**src/rtl/core/plane_crossing_termination_core_assert.svh**
```systemverilog
// ----------------------------------------------------------------------------
// plane crossing termination core assertion macros
// shared concurrent assertion forms, clocked on clk, disabled in reset
// ----------------------------------------------------------------------------
`ifndef PLANE_CROSSING_TERMINATION_CORE_ASSERT_SVH
`define PLANE_CROSSING_TERMINATION_CORE_ASSERT_SVH

// consequent checked in the same cycle
`define PCT_ASSERT_SAME(lbl, ante, cons, msg) \
    lbl: assert property (@(posedge clk) disable iff (!rst_n) (ante) |-> (cons)) \
        else $error(msg);

// consequent checked in the next cycle
`define PCT_ASSERT_NEXT(lbl, ante, cons, msg) \
    lbl: assert property (@(posedge clk) disable iff (!rst_n) (ante) |=> (cons)) \
        else $error(msg);

`endif

```
**src/rtl/core/pct_pkg.sv**
```systemverilog
// ----------------------------------------------------------------------------
// pct_pkg
// shared widths, codes and controller/datapath interface types
// ----------------------------------------------------------------------------
package pct_pkg;

    localparam int CFG_DW  = 48;
    localparam int CFG_IW  = 3;
    localparam int DW      = 52;
    localparam int MA_W    = 17;
    localparam int MB_W    = 33;
    localparam int PROD_W  = MA_W + MB_W;
    localparam int TPROD_W = 66;
    localparam int CNT_W   = 5;

    localparam logic [CNT_W-1:0] CNT_LAST  = 5'd31;
    localparam logic [CNT_W-1:0] MUL_LAST  = 5'd6;
    localparam logic [CNT_W-1:0] MUL_SWAP  = 5'd4;
    localparam logic [CNT_W-1:0] TMUL_LAST = 5'd2;

    localparam logic [CFG_IW-1:0] CFG_PLANE_NORMAL  = 3'd0;
    localparam logic [CFG_IW-1:0] CFG_PLANE_OFFSET  = 3'd1;
    localparam logic [CFG_IW-1:0] CFG_MAX_CROSSINGS = 3'd2;
    localparam logic [CFG_IW-1:0] CFG_PERIOD        = 3'd3;
    localparam logic [CFG_IW-1:0] CFG_TOLERANCE     = 3'd4;
    localparam logic [CFG_IW-1:0] CFG_TIME_MODE     = 3'd5;
    localparam logic [CFG_IW-1:0] CFG_TIME_LIMIT    = 3'd6;
    localparam logic [CFG_IW-1:0] CFG_MAX_STEPS     = 3'd7;

    localparam logic [1:0] TM_FWD = 2'd1;
    localparam logic [1:0] TM_BWD = 2'd2;

    localparam logic [1:0] RSN_NONE  = 2'd0;
    localparam logic [1:0] RSN_CROSS = 2'd1;
    localparam logic [1:0] RSN_TIME  = 2'd2;
    localparam logic [1:0] RSN_STEPS = 2'd3;

    typedef enum logic [3:0] {
        S_IDLE,
        S_MUL,
        S_TEST,
        S_DIV,
        S_TMUL,
        S_TIME,
        S_MOD,
        S_FILT,
        S_DONE
    } state_t;

    typedef enum logic [3:0] {
        MS_SX,
        MS_SY,
        MS_SZ,
        MS_EX,
        MS_EY,
        MS_EZ,
        MS_QLO,
        MS_QHI,
        MS_TOL
    } mul_sel_t;

    typedef enum logic [1:0] {
        ACC_HOLD,
        ACC_LOAD,
        ACC_ADD,
        ACC_SWAP
    } acc_op_t;

    typedef enum logic [2:0] {
        DIV_HOLD,
        DIV_INIT_Q,
        DIV_INIT_M,
        DIV_STEP_NS,
        DIV_STEP
    } div_op_t;

    typedef enum logic [1:0] {
        TP_HOLD,
        TP_LO,
        TP_HI
    } tp_op_t;

    typedef struct packed {
        logic     in_load;
        logic     mul_en;
        mul_sel_t mul_sel;
        acc_op_t  acc_op;
        logic     cross_load;
        logic     cross_filt;
        div_op_t  div_op;
        tp_op_t   tp_op;
        logic     out_load;
    } pct_cmd_t;

    typedef struct packed {
        logic cand;
        logic period_on;
    } pct_status_t;

endpackage

```
**src/rtl/core/plane_crossing_termination_core.sv**
```systemverilog
// ----------------------------------------------------------------------------
// plane_crossing_termination_core
// positive-direction plane crossing detector with period filter, saturating
// crossing and step counters and termination reporting
// ----------------------------------------------------------------------------
// sequencing: a word is accepted only in idle and none is taken until the
//   result is handed off and the controller is back in idle; the shared
//   shift-subtract unit runs 32 steps for the interpolation divide and 32 for
//   the modulo, only for a candidate crossing with the period filter on
// reset: asynchronous, clears config registers, counters and the result valid
// ----------------------------------------------------------------------------
module plane_crossing_termination_core
    import pct_pkg::*;
(
    input  logic                 clk,
    input  logic                 rst_n,
    input  logic                 cfg_we,
    input  logic [CFG_IW-1:0]    cfg_index,
    input  logic [CFG_DW-1:0]    cfg_data,
    input  logic                 in_valid,
    output logic                 in_stall,
    input  logic signed [31:0]   start_x,
    input  logic signed [31:0]   start_y,
    input  logic signed [31:0]   start_z,
    input  logic signed [31:0]   end_x,
    input  logic signed [31:0]   end_y,
    input  logic signed [31:0]   end_z,
    input  logic signed [31:0]   start_time,
    input  logic signed [31:0]   end_time,
    output logic                 out_valid,
    input  logic                 out_stall,
    output logic                 crossed,
    output logic                 terminate,
    output logic [1:0]           stop_reason,
    output logic [15:0]          crossing_total
);

    pct_cmd_t    cmd;
    pct_status_t status;

    pct_ctrl u_ctrl (
        .clk       (clk),
        .rst_n     (rst_n),
        .in_valid  (in_valid),
        .in_stall  (in_stall),
        .out_valid (out_valid),
        .out_stall (out_stall),
        .status    (status),
        .cmd       (cmd)
    );

    pct_datapath u_datapath (
        .clk            (clk),
        .rst_n          (rst_n),
        .cfg_we         (cfg_we),
        .cfg_index      (cfg_index),
        .cfg_data       (cfg_data),
        .start_x        (start_x),
        .start_y        (start_y),
        .start_z        (start_z),
        .end_x          (end_x),
        .end_y          (end_y),
        .end_z          (end_z),
        .start_time     (start_time),
        .end_time       (end_time),
        .cmd            (cmd),
        .status         (status),
        .crossed        (crossed),
        .terminate      (terminate),
        .stop_reason    (stop_reason),
        .crossing_total (crossing_total)
    );

endmodule

```
**src/rtl/core/pct_datapath.sv**
```systemverilog
// ----------------------------------------------------------------------------
// pct_datapath
// config registers, shared multiplier, distance accumulator, shift-subtract
// divider, period filter, counters and result register
// ----------------------------------------------------------------------------
module pct_datapath
    import pct_pkg::*;
(
    input  logic                     clk,
    input  logic                     rst_n,
    input  logic                     cfg_we,
    input  logic [CFG_IW-1:0]        cfg_index,
    input  logic [CFG_DW-1:0]        cfg_data,
    input  logic signed [31:0]       start_x,
    input  logic signed [31:0]       start_y,
    input  logic signed [31:0]       start_z,
    input  logic signed [31:0]       end_x,
    input  logic signed [31:0]       end_y,
    input  logic signed [31:0]       end_z,
    input  logic signed [31:0]       start_time,
    input  logic signed [31:0]       end_time,
    input  pct_cmd_t                 cmd,
    output pct_status_t              status,
    output logic                     crossed,
    output logic                     terminate,
    output logic [1:0]               stop_reason,
    output logic [15:0]              crossing_total
);

    // configuration
    logic [47:0]        normal_reg;
    logic [30:0]        offset_reg;
    logic [15:0]        max_cross_reg;
    logic [30:0]        period_reg;
    logic [15:0]        tol_reg;
    logic [1:0]         tmode_reg;
    logic signed [31:0] tlimit_reg;
    logic [31:0]        max_steps_reg;

    // word registers
    logic signed [31:0] sx_reg, sy_reg, sz_reg, ex_reg, ey_reg, ez_reg;
    logic signed [31:0] t0_reg, t1_reg;

    // arithmetic
    logic signed [PROD_W-1:0]  prod_reg;
    logic signed [DW-1:0]      acc_reg;
    logic signed [DW-1:0]      d0_reg;
    logic [DW-1:0]             rem_reg;
    logic [31:0]               quo_reg;
    logic [DW-1:0]             dvs_reg;
    logic signed [TPROD_W-1:0] tprod_reg;
    logic                      cross_reg;

    // counters
    logic [15:0] cc_reg;
    logic [31:0] sc_reg;

    // result
    logic        crossed_reg;
    logic        term_reg;
    logic [1:0]  reason_reg;
    logic [15:0] total_reg;

    logic signed [15:0]        n0, n1, n2;
    logic signed [MB_W-1:0]    dt;
    logic signed [MA_W-1:0]    ma;
    logic signed [MB_W-1:0]    mb;
    logic signed [PROD_W-1:0]  prod_next;
    logic signed [DW-1:0]      off14;
    logic signed [DW-1:0]      prod_ext;
    logic signed [DW-1:0]      dot;
    logic [DW-1:0]             div_t;
    logic [DW:0]               div_diff;
    logic                      div_ge;
    logic signed [TPROD_W-1:0] prod_t;
    logic signed [34:0]        tm;
    logic signed [34:0]        tm_neg;
    logic [31:0]               abs_tm;
    logic [46:0]               r16;
    logic [46:0]               tp;
    logic [46:0]               per16;
    logic [46:0]               hi_bound;
    logic                      keep;
    logic                      period_on;
    logic [15:0]               cc_new;
    logic                      hit_cross;
    logic                      hit_time;
    logic                      hit_steps;
    logic                      term_next;
    logic [1:0]                reason_next;

    assign n0 = normal_reg[15:0];
    assign n1 = normal_reg[31:16];
    assign n2 = normal_reg[47:32];
    assign dt = {t1_reg[31], t1_reg} - {t0_reg[31], t0_reg};

    assign period_on        = (period_reg != '0);
    assign status.period_on = period_on;

    // configuration writes
    always_ff @(posedge clk or negedge rst_n)
    begin
        if (!rst_n)
        begin
            normal_reg    <= '0;
            offset_reg    <= '0;
            max_cross_reg <= '0;
            period_reg    <= '0;
            tol_reg       <= '0;
            tmode_reg     <= '0;
            tlimit_reg    <= '0;
            max_steps_reg <= '0;
        end
        else if (cfg_we)
        begin
            unique case (cfg_index)
                CFG_PLANE_NORMAL:  normal_reg    <= cfg_data[47:0];
                CFG_PLANE_OFFSET:  offset_reg    <= cfg_data[30:0];
                CFG_MAX_CROSSINGS: max_cross_reg <= cfg_data[15:0];
                CFG_PERIOD:        period_reg    <= cfg_data[30:0];
                CFG_TOLERANCE:     tol_reg       <= cfg_data[15:0];
                CFG_TIME_MODE:     tmode_reg     <= cfg_data[1:0];
                CFG_TIME_LIMIT:    tlimit_reg    <= cfg_data[31:0];
                CFG_MAX_STEPS:     max_steps_reg <= cfg_data[31:0];
            endcase
        end
    end

    // shared multiplier operands
    always_comb
    begin
        ma = '0;
        mb = '0;
        unique case (cmd.mul_sel)
            MS_SX:
            begin
                ma = {n0[15], n0};
                mb = {sx_reg[31], sx_reg};
            end
            MS_SY:
            begin
                ma = {n1[15], n1};
                mb = {sy_reg[31], sy_reg};
            end
            MS_SZ:
            begin
                ma = {n2[15], n2};
                mb = {sz_reg[31], sz_reg};
            end
            MS_EX:
            begin
                ma = {n0[15], n0};
                mb = {ex_reg[31], ex_reg};
            end
            MS_EY:
            begin
                ma = {n1[15], n1};
                mb = {ey_reg[31], ey_reg};
            end
            MS_EZ:
            begin
                ma = {n2[15], n2};
                mb = {ez_reg[31], ez_reg};
            end
            MS_QLO:
            begin
                ma = {1'b0, quo_reg[15:0]};
                mb = dt;
            end
            MS_QHI:
            begin
                ma = {1'b0, quo_reg[31:16]};
                mb = dt;
            end
            MS_TOL:
            begin
                ma = {1'b0, tol_reg};
                mb = {2'b00, period_reg};
            end
            default:
            begin
                ma = '0;
                mb = '0;
            end
        endcase
    end

    assign prod_next = ma * mb;

    // plane distance accumulation
    assign off14    = {{(DW-45){1'b0}}, offset_reg, 14'b0};
    assign prod_ext = {{(DW-PROD_W){prod_reg[PROD_W-1]}}, prod_reg};
    assign dot      = acc_reg - d0_reg;

    assign status.cand = d0_reg[DW-1] && !acc_reg[DW-1] && !dot[DW-1] && (dot != '0);

    // shift-subtract step, shared by the interpolation divide and the modulo
    assign div_t    = (cmd.div_op == DIV_STEP_NS) ? rem_reg :
                      {rem_reg[DW-2:0], quo_reg[31]};
    assign div_diff = {1'b0, div_t} - {1'b0, dvs_reg};
    assign div_ge   = !div_diff[DW];

    // interpolated crossing time magnitude
    assign prod_t = {{(TPROD_W-PROD_W){prod_reg[PROD_W-1]}}, prod_reg};
    assign tm     = {{3{t0_reg[31]}}, t0_reg} + tprod_reg[TPROD_W-1:31];
    assign tm_neg = -tm;
    assign abs_tm = tm[34] ? tm_neg[31:0] : tm[31:0];

    // period filter
    assign r16      = {rem_reg[30:0], 16'b0};
    assign tp       = prod_reg[46:0];
    assign per16    = {period_reg, 16'b0};
    assign hi_bound = per16 - tp;
    assign keep     = (r16 < tp) || (hi_bound < r16);

    // termination
    assign cc_new    = cc_reg + {15'b0, (cross_reg && (cc_reg != 16'hFFFF))};
    assign hit_cross = cross_reg && (cc_new >= max_cross_reg);
    assign hit_time  = period_on &&
                       (((tmode_reg == TM_FWD) && (t1_reg >= tlimit_reg)) ||
                        ((tmode_reg == TM_BWD) && (t1_reg <= tlimit_reg)));
    assign hit_steps = period_on && (max_steps_reg != '0) && (sc_reg >= max_steps_reg);
    assign term_next = hit_cross || hit_time || hit_steps;

    always_comb
    begin
        priority if (hit_cross)
            reason_next = RSN_CROSS;
        else if (hit_time)
            reason_next = RSN_TIME;
        else if (hit_steps)
            reason_next = RSN_STEPS;
        else
            reason_next = RSN_NONE;
    end

    // counters
    always_ff @(posedge clk or negedge rst_n)
    begin
        if (!rst_n)
        begin
            cc_reg <= '0;
            sc_reg <= '0;
        end
        else if (cmd.out_load)
        begin
            cc_reg <= cc_new;
            sc_reg <= sc_reg + {31'b0, (sc_reg != 32'hFFFF_FFFF)};
        end
    end

    // payload, arithmetic, filter and result registers
    always_ff @(posedge clk)
    begin
        if (cmd.in_load)
        begin
            sx_reg <= start_x;
            sy_reg <= start_y;
            sz_reg <= start_z;
            ex_reg <= end_x;
            ey_reg <= end_y;
            ez_reg <= end_z;
            t0_reg <= start_time;
            t1_reg <= end_time;
        end

        if (cmd.mul_en)
            prod_reg <= prod_next;

        unique case (cmd.acc_op)
            ACC_HOLD: acc_reg <= acc_reg;
            ACC_LOAD: acc_reg <= off14;
            ACC_ADD:  acc_reg <= acc_reg + prod_ext;
            ACC_SWAP:
            begin
                d0_reg  <= acc_reg;
                acc_reg <= off14 + prod_ext;
            end
        endcase

        unique case (cmd.div_op)
            DIV_INIT_Q:
            begin
                rem_reg <= '0 - d0_reg;
                dvs_reg <= dot;
                quo_reg <= '0;
            end
            DIV_INIT_M:
            begin
                rem_reg <= '0;
                dvs_reg <= {{(DW-31){1'b0}}, period_reg};
                quo_reg <= abs_tm;
            end
            DIV_STEP_NS, DIV_STEP:
            begin
                rem_reg <= div_ge ? div_diff[DW-1:0] : div_t;
                quo_reg <= {quo_reg[30:0], div_ge};
            end
            default:
            begin
                rem_reg <= rem_reg;
            end
        endcase

        unique case (cmd.tp_op)
            TP_LO:   tprod_reg <= prod_t;
            TP_HI:   tprod_reg <= tprod_reg + {prod_t[TPROD_W-17:0], 16'b0};
            default: tprod_reg <= tprod_reg;
        endcase

        if (cmd.cross_load)
            cross_reg <= status.cand;
        else if (cmd.cross_filt)
            cross_reg <= cross_reg && keep;

        if (cmd.out_load)
        begin
            crossed_reg <= cross_reg;
            term_reg    <= term_next;
            reason_reg  <= reason_next;
            total_reg   <= cc_new;
        end
    end

    assign crossed        = crossed_reg;
    assign terminate      = term_reg;
    assign stop_reason    = reason_reg;
    assign crossing_total = total_reg;

endmodule

```
**src/rtl/core/pct_ctrl.sv**
```systemverilog
// ----------------------------------------------------------------------------
// pct_ctrl
// sequencer for one step word: distances, candidate test, interpolation
// divide, time product, modulo, filter and result handoff
// ----------------------------------------------------------------------------
`include "plane_crossing_termination_core_assert.svh"

module pct_ctrl
    import pct_pkg::*;
(
    input  logic        clk,
    input  logic        rst_n,
    input  logic        in_valid,
    output logic        in_stall,
    output logic        out_valid,
    input  logic        out_stall,
    input  pct_status_t status,
    output pct_cmd_t    cmd
);

    state_t           state_reg, state_next;
    logic [CNT_W-1:0] cnt_reg, cnt_next;
    logic             out_valid_reg, out_valid_next;
    logic             out_free;

    assign out_free  = !out_valid_reg || !out_stall;
    assign in_stall  = (state_reg != S_IDLE);
    assign out_valid = out_valid_reg;

    always_ff @(posedge clk or negedge rst_n)
    begin
        if (!rst_n)
        begin
            state_reg     <= S_IDLE;
            cnt_reg       <= '0;
            out_valid_reg <= 1'b0;
        end
        else
        begin
            state_reg     <= state_next;
            cnt_reg       <= cnt_next;
            out_valid_reg <= out_valid_next;
        end
    end

    // next state
    always_comb
    begin
        state_next = state_reg;
        cnt_next   = cnt_reg + 1'b1;
        unique case (state_reg)
            S_IDLE:
            begin
                cnt_next = '0;
                if (in_valid)
                    state_next = S_MUL;
            end
            S_MUL:
            begin
                if (cnt_reg == MUL_LAST)
                begin
                    state_next = S_TEST;
                    cnt_next   = '0;
                end
            end
            S_TEST:
            begin
                cnt_next = '0;
                if (status.cand && status.period_on)
                    state_next = S_DIV;
                else
                    state_next = S_DONE;
            end
            S_DIV:
            begin
                if (cnt_reg == CNT_LAST)
                begin
                    state_next = S_TMUL;
                    cnt_next   = '0;
                end
            end
            S_TMUL:
            begin
                if (cnt_reg == TMUL_LAST)
                begin
                    state_next = S_TIME;
                    cnt_next   = '0;
                end
            end
            S_TIME:
            begin
                state_next = S_MOD;
                cnt_next   = '0;
            end
            S_MOD:
            begin
                if (cnt_reg == CNT_LAST)
                begin
                    state_next = S_FILT;
                    cnt_next   = '0;
                end
            end
            S_FILT:
            begin
                state_next = S_DONE;
                cnt_next   = '0;
            end
            S_DONE:
            begin
                cnt_next = '0;
                if (out_free)
                    state_next = S_IDLE;
            end
            default:
            begin
                state_next = S_IDLE;
                cnt_next   = '0;
            end
        endcase
    end

    // output handoff
    always_comb
    begin
        priority if ((state_reg == S_DONE) && out_free)
            out_valid_next = 1'b1;
        else if (out_valid_reg && !out_stall)
            out_valid_next = 1'b0;
        else
            out_valid_next = out_valid_reg;
    end

    // datapath commands
    always_comb
    begin
        cmd = '{
            in_load:    1'b0,
            mul_en:     1'b0,
            mul_sel:    MS_SX,
            acc_op:     ACC_HOLD,
            cross_load: 1'b0,
            cross_filt: 1'b0,
            div_op:     DIV_HOLD,
            tp_op:      TP_HOLD,
            out_load:   1'b0
        };
        unique case (state_reg)
            S_IDLE:
            begin
                cmd.in_load = in_valid;
            end
            S_MUL:
            begin
                cmd.mul_en  = (cnt_reg < MUL_LAST);
                cmd.mul_sel = mul_sel_t'(cnt_reg[3:0]);
                if (cnt_reg == '0)
                    cmd.acc_op = ACC_LOAD;
                else if (cnt_reg == MUL_SWAP)
                    cmd.acc_op = ACC_SWAP;
                else
                    cmd.acc_op = ACC_ADD;
            end
            S_TEST:
            begin
                cmd.cross_load = 1'b1;
                cmd.div_op     = DIV_INIT_Q;
            end
            S_DIV:
            begin
                cmd.div_op = (cnt_reg == '0) ? DIV_STEP_NS : DIV_STEP;
            end
            S_TMUL:
            begin
                cmd.mul_en = 1'b1;
                if (cnt_reg == '0)
                    cmd.mul_sel = MS_QLO;
                else if (cnt_reg == TMUL_LAST)
                begin
                    cmd.mul_sel = MS_TOL;
                    cmd.tp_op   = TP_HI;
                end
                else
                begin
                    cmd.mul_sel = MS_QHI;
                    cmd.tp_op   = TP_LO;
                end
            end
            S_TIME:
            begin
                cmd.div_op = DIV_INIT_M;
            end
            S_MOD:
            begin
                cmd.div_op = DIV_STEP;
            end
            S_FILT:
            begin
                cmd.cross_filt = 1'b1;
            end
            S_DONE:
            begin
                cmd.out_load = out_free;
            end
            default:
            begin
                cmd.in_load = 1'b0;
            end
        endcase
    end

    `PCT_ASSERT_NEXT(a_accept_starts, in_valid && !in_stall, (state_reg == S_MUL) && (cnt_reg == '0), "accepted word did not start the distance sequence")
    `PCT_ASSERT_SAME(a_rise_from_done, $rose(out_valid_reg), $past(state_reg) == S_DONE, "result appeared outside the handoff state")
    `PCT_ASSERT_NEXT(a_done_waits, (state_reg == S_DONE) && out_valid_reg && out_stall, (state_reg == S_DONE) && out_valid_reg, "finished word overwrote a stalled result")
    `PCT_ASSERT_SAME(a_short_count, (state_reg == S_MUL) || (state_reg == S_TMUL), cnt_reg <= MUL_LAST, "multiply sequence count out of range")

endmodule
```
**config.mk**
```make
export PLATFORM = sky130hd
export DESIGN_NAME = plane_crossing_termination_core
export DESIGN_NICKNAME = d
export VERILOG_FILES = /design/src/rtl/core/pct_pkg.sv /design/src/rtl/core/plane_crossing_termination_core.sv /design/src/rtl/core/pct_datapath.sv /design/src/rtl/core/pct_ctrl.sv
export VERILOG_INCLUDE_DIRS = /design/src /design/src/rtl/core
export SDC_FILE = /design/constraint.sdc
export NUM_CORES = 2
export LEC_CHECK = 0
export ABC_CLOCK_PERIOD_IN_PS = 13500
export BUFFER_PORTS_ARGS = -buffer_cell sky130_fd_sc_hd__buf_2
export CAP_MARGIN = 10
export CORE_ASPECT_RATIO = 0.8
export CORE_MARGIN = 3
export CORE_UTILIZATION = 52
export CTS_CLUSTER_DIAMETER = 150
export DETAILED_ROUTE_END_ITERATION = 16
export PLACE_DENSITY = 0.7
export SLEW_MARGIN = 5
export SYNTH_ARGS = -nofsm -noshare
export SYNTH_HDL_FRONTEND = slang
export SYNTH_SLANG_ARGS = --single-unit
```
**constraint.sdc**
```tcl
create_clock -name clk -period 13.5 [get_ports clk]
set_input_delay 2.7 -clock clk [delete_from_list [all_inputs] [get_ports clk]]
set_output_delay 2.7 -clock clk [all_outputs]
set_load 0.005 [all_outputs]
```
==> impl_metrics.json <==
{
  "yosysWarnings": 0,
  "cp.arrival_ns": 12.06,
  "start_util": 0.528,
  "stdcell_area_sq_um": 84800,
  "status": "completed",
  "syn_inst": 7986,
  "portBuffers": 333,
  "final_net_count": 9716,
  "rows": 125,
  "cts_htree_levels": 3,
  "holdBufCountCts": 0,
  "slowest_delay_ns": 0.76,
  "fin_crit_sh": 0.857,
  "hpwl_um": 216000,
  "cts_tree": "built",
  "path_max_fanout": 31,
  "hold_end": "u_datapath.d0_reg[51]",
  "setup_viol": 0,
  "drc_errors": 0,
  "synth-main-ff-cell": "edfxtp_1",
  "syn_avg_cell_area_sq_um": 9.69,
  "die-width_um": 437,
  "async_reset_ff_frac": 0.301,
  "dr.pass1.iters": 7,
  "synth_top_area_cell": "edfxtp_1",
  "postRouteAntennaNets": 0,
  "tns_ns": 0,
  "cp_data_required_time_ns": 13.98,
  "placeableCoreArea_sq_um": 146000,
  "crit_path_top_delay_cell": "nor2_4",
  "post_drt_wl_per_cell_um": 26.2,
  "rr_endpoint": "u_datapath.prod_reg[44]",
  "hp-start": "u_datapath.acc_reg[51]",
  "post-route-util": 0.579,
  "skew_ns": 0.0385,
  "r2r_slack_ns": 1.93,
  "slew_headroom": 0.184,
  "clk_latency_ns": 0.75,
  "cts_resized": 0,
  "io_pins": 334,
  "drtIter0Drc": 7681,
  "start_kind": "flip-flop",
  "syn2layout_area_growth_pct": 9.64,
  "whs_path_depth": 0,
  "synth_top_area_share": 0.240,
  "first_global_vias": 60600,
  "placed_area_sq_um": 81600,
  "synth_edf_count": 617,
  "die_h_um": 351,
  "hold_class": "reg2reg",
  "drv_slew": 0,
  "crit_type": "reg2reg",
  "cts_sinks": 883,
  "layout_common_cells": "inv_1, nand2_1, nor2_1",
  "die-area_sq_um": 153000,
  "via_count": 63500,
  "synth-seq-cells": 883,
  "yosysSeqAreaShare": 0.326,
  "period_needed_ns": 11.57,
  "layout-drive-gt1-share": 0.117,
  "r2r-start": "u_ctrl.cnt_reg[0]",
  "rsz0062_at_grt": "false",
  "grt_overflow_total": 0,
  "finalHoldViolCount": 0,
  "grt_pass1_wl_um": 396000,
  "tightest_slew_ns": 1.22,
  "clockBufferDepth": 3,
  "grt_max_degree": 191,
  "wl_um": 271000,
  "nFillCells": 12800,
  "end_kind": "flip-flop",
  "vias_per_cell": 6.15,
  "cts.clk_slew.worst_paths_ns": 0.07,
  "numCtsBuffers": 96,
  "antenna_found_initial": 22,
  "maxCapViolations": 0,
  "regArea_sq_um": 25200,
  "multi_input_area_sq_um": 47800,
  "netlist_top_cells_area": "edfxtp_1, fa_1, ha_1, dfrtp_1, inv_1",
  "syn-num-nets": 9441,
  "root_buffer": "clkbuf_16",
  "fmax_mhz": 86.4,
  "worst-r2r-cell-count": 35,
  "synth_area_sq_um": 77400,
  "layout.cells.most_common": "inv_1",
  "track_usage": 0.348,
  "crit_top_cell": "fa_1",
  "post-cts-setup-buffers": 0,
  "synth_cell_types": 122,
  "gp_congestion": 1.00
}
worst max path at each step:
stage	depth (start not counted)	end	slack (ns)	startpoint
finish	35	u_datapath.prod_reg[44]	1.93	u_ctrl.cnt_reg[0]
global route	35	u_datapath.prod_reg[44]	1.30	u_ctrl.cnt_reg[0]
CTS	35	u_datapath.prod_reg[49]	2.02	u_ctrl.cnt_reg[0]
detailed placement	35	u_datapath.prod_reg[49]	2.01	u_ctrl.cnt_reg[0]
global placement	35	u_datapath.prod_reg[44]	2.25	u_ctrl.cnt_reg[0]
floorplan	2	u_datapath.ex_reg[0]	3.63	in_valid
final cells by class:
cell class,count,area share
Multi-Input combinational cell,5869,0.563
Tap cell,1968,0.0290
Antenna cell,14,0.000413
Timing Repair Buffer,445,0.0301
Sequential cell,883,0.297
Clock inverter,64,0.00800
Clock buffer,116,0.0296
Inverter,966,0.0428
cell usage after synthesis (59+ instances only):
cell type	count
inv_1	962
nand2_1	748
nor2_1	699
edfxtp_1	617
ha_1	600
fa_1	543
a21oi_1	463
o21ai_0	363
xnor2_1	301
dfrtp_1	266
a21o_1	247
mux2_2	223
clkbuf_1	178
xor2_1	147
nand3_1	133
nand4_1	93
nor3_1	91
nand2b_1	77
o21a_1	72
o22ai_1	63
o21bai_1	61
buf_2	60
nor2b_1	59
per-layer routing:
metal	up-vias	GRT usage	wire length, um
met2	3425	0.501	112000
met5	-	0	63
met3	551	0.0822	30000
met4	8	0.153	14000
li1	28400	-	-
met1	31100	0.499	115000
worst max-delay path: cells and delay by family (launching register included):
family	cells	cell delay, ns
DFF	1	0.46
adders and majority gates	8	3.64
AOI/OAI and AO/OA	11	3.15
xor gates and xnor gates	1	0.09
and+or+nand+nor	9	2.97
buffers and inverters	6	0.97
metrics by stage:
step	std cells	hold slack [ns]	setup slack, ns
after CTS	10300	0.500	2.02
after global routing	10300	0.510	1.30
after floorplan	7986	0.454	3.63
after global placement	10100	0.486	2.25
final	10300	0.497	1.93
after detailed placement	10100	0.484	2.01
kinds of logic (layout without fill, tap and decap cells):
group                    after synthesis  count (layout)  synth area share
AO/OA/AOI/OAI                       1803            1803             0.156
flip-flops                           883             883             0.326
AND/OR/NAND/NOR                     2205            2205             0.130
other                                  0              14                 0
buffers and inverters               1234            1591            0.0615
multiplexers                         269             269            0.0384
XOR/XNOR                             449             449            0.0509
adder cells (fa/ha/maj)             1143            1143             0.238
Power is left out: the tool's default activity adds up to more than one toggle a clock period on the data nets, which glitch-free logic cannot reach.
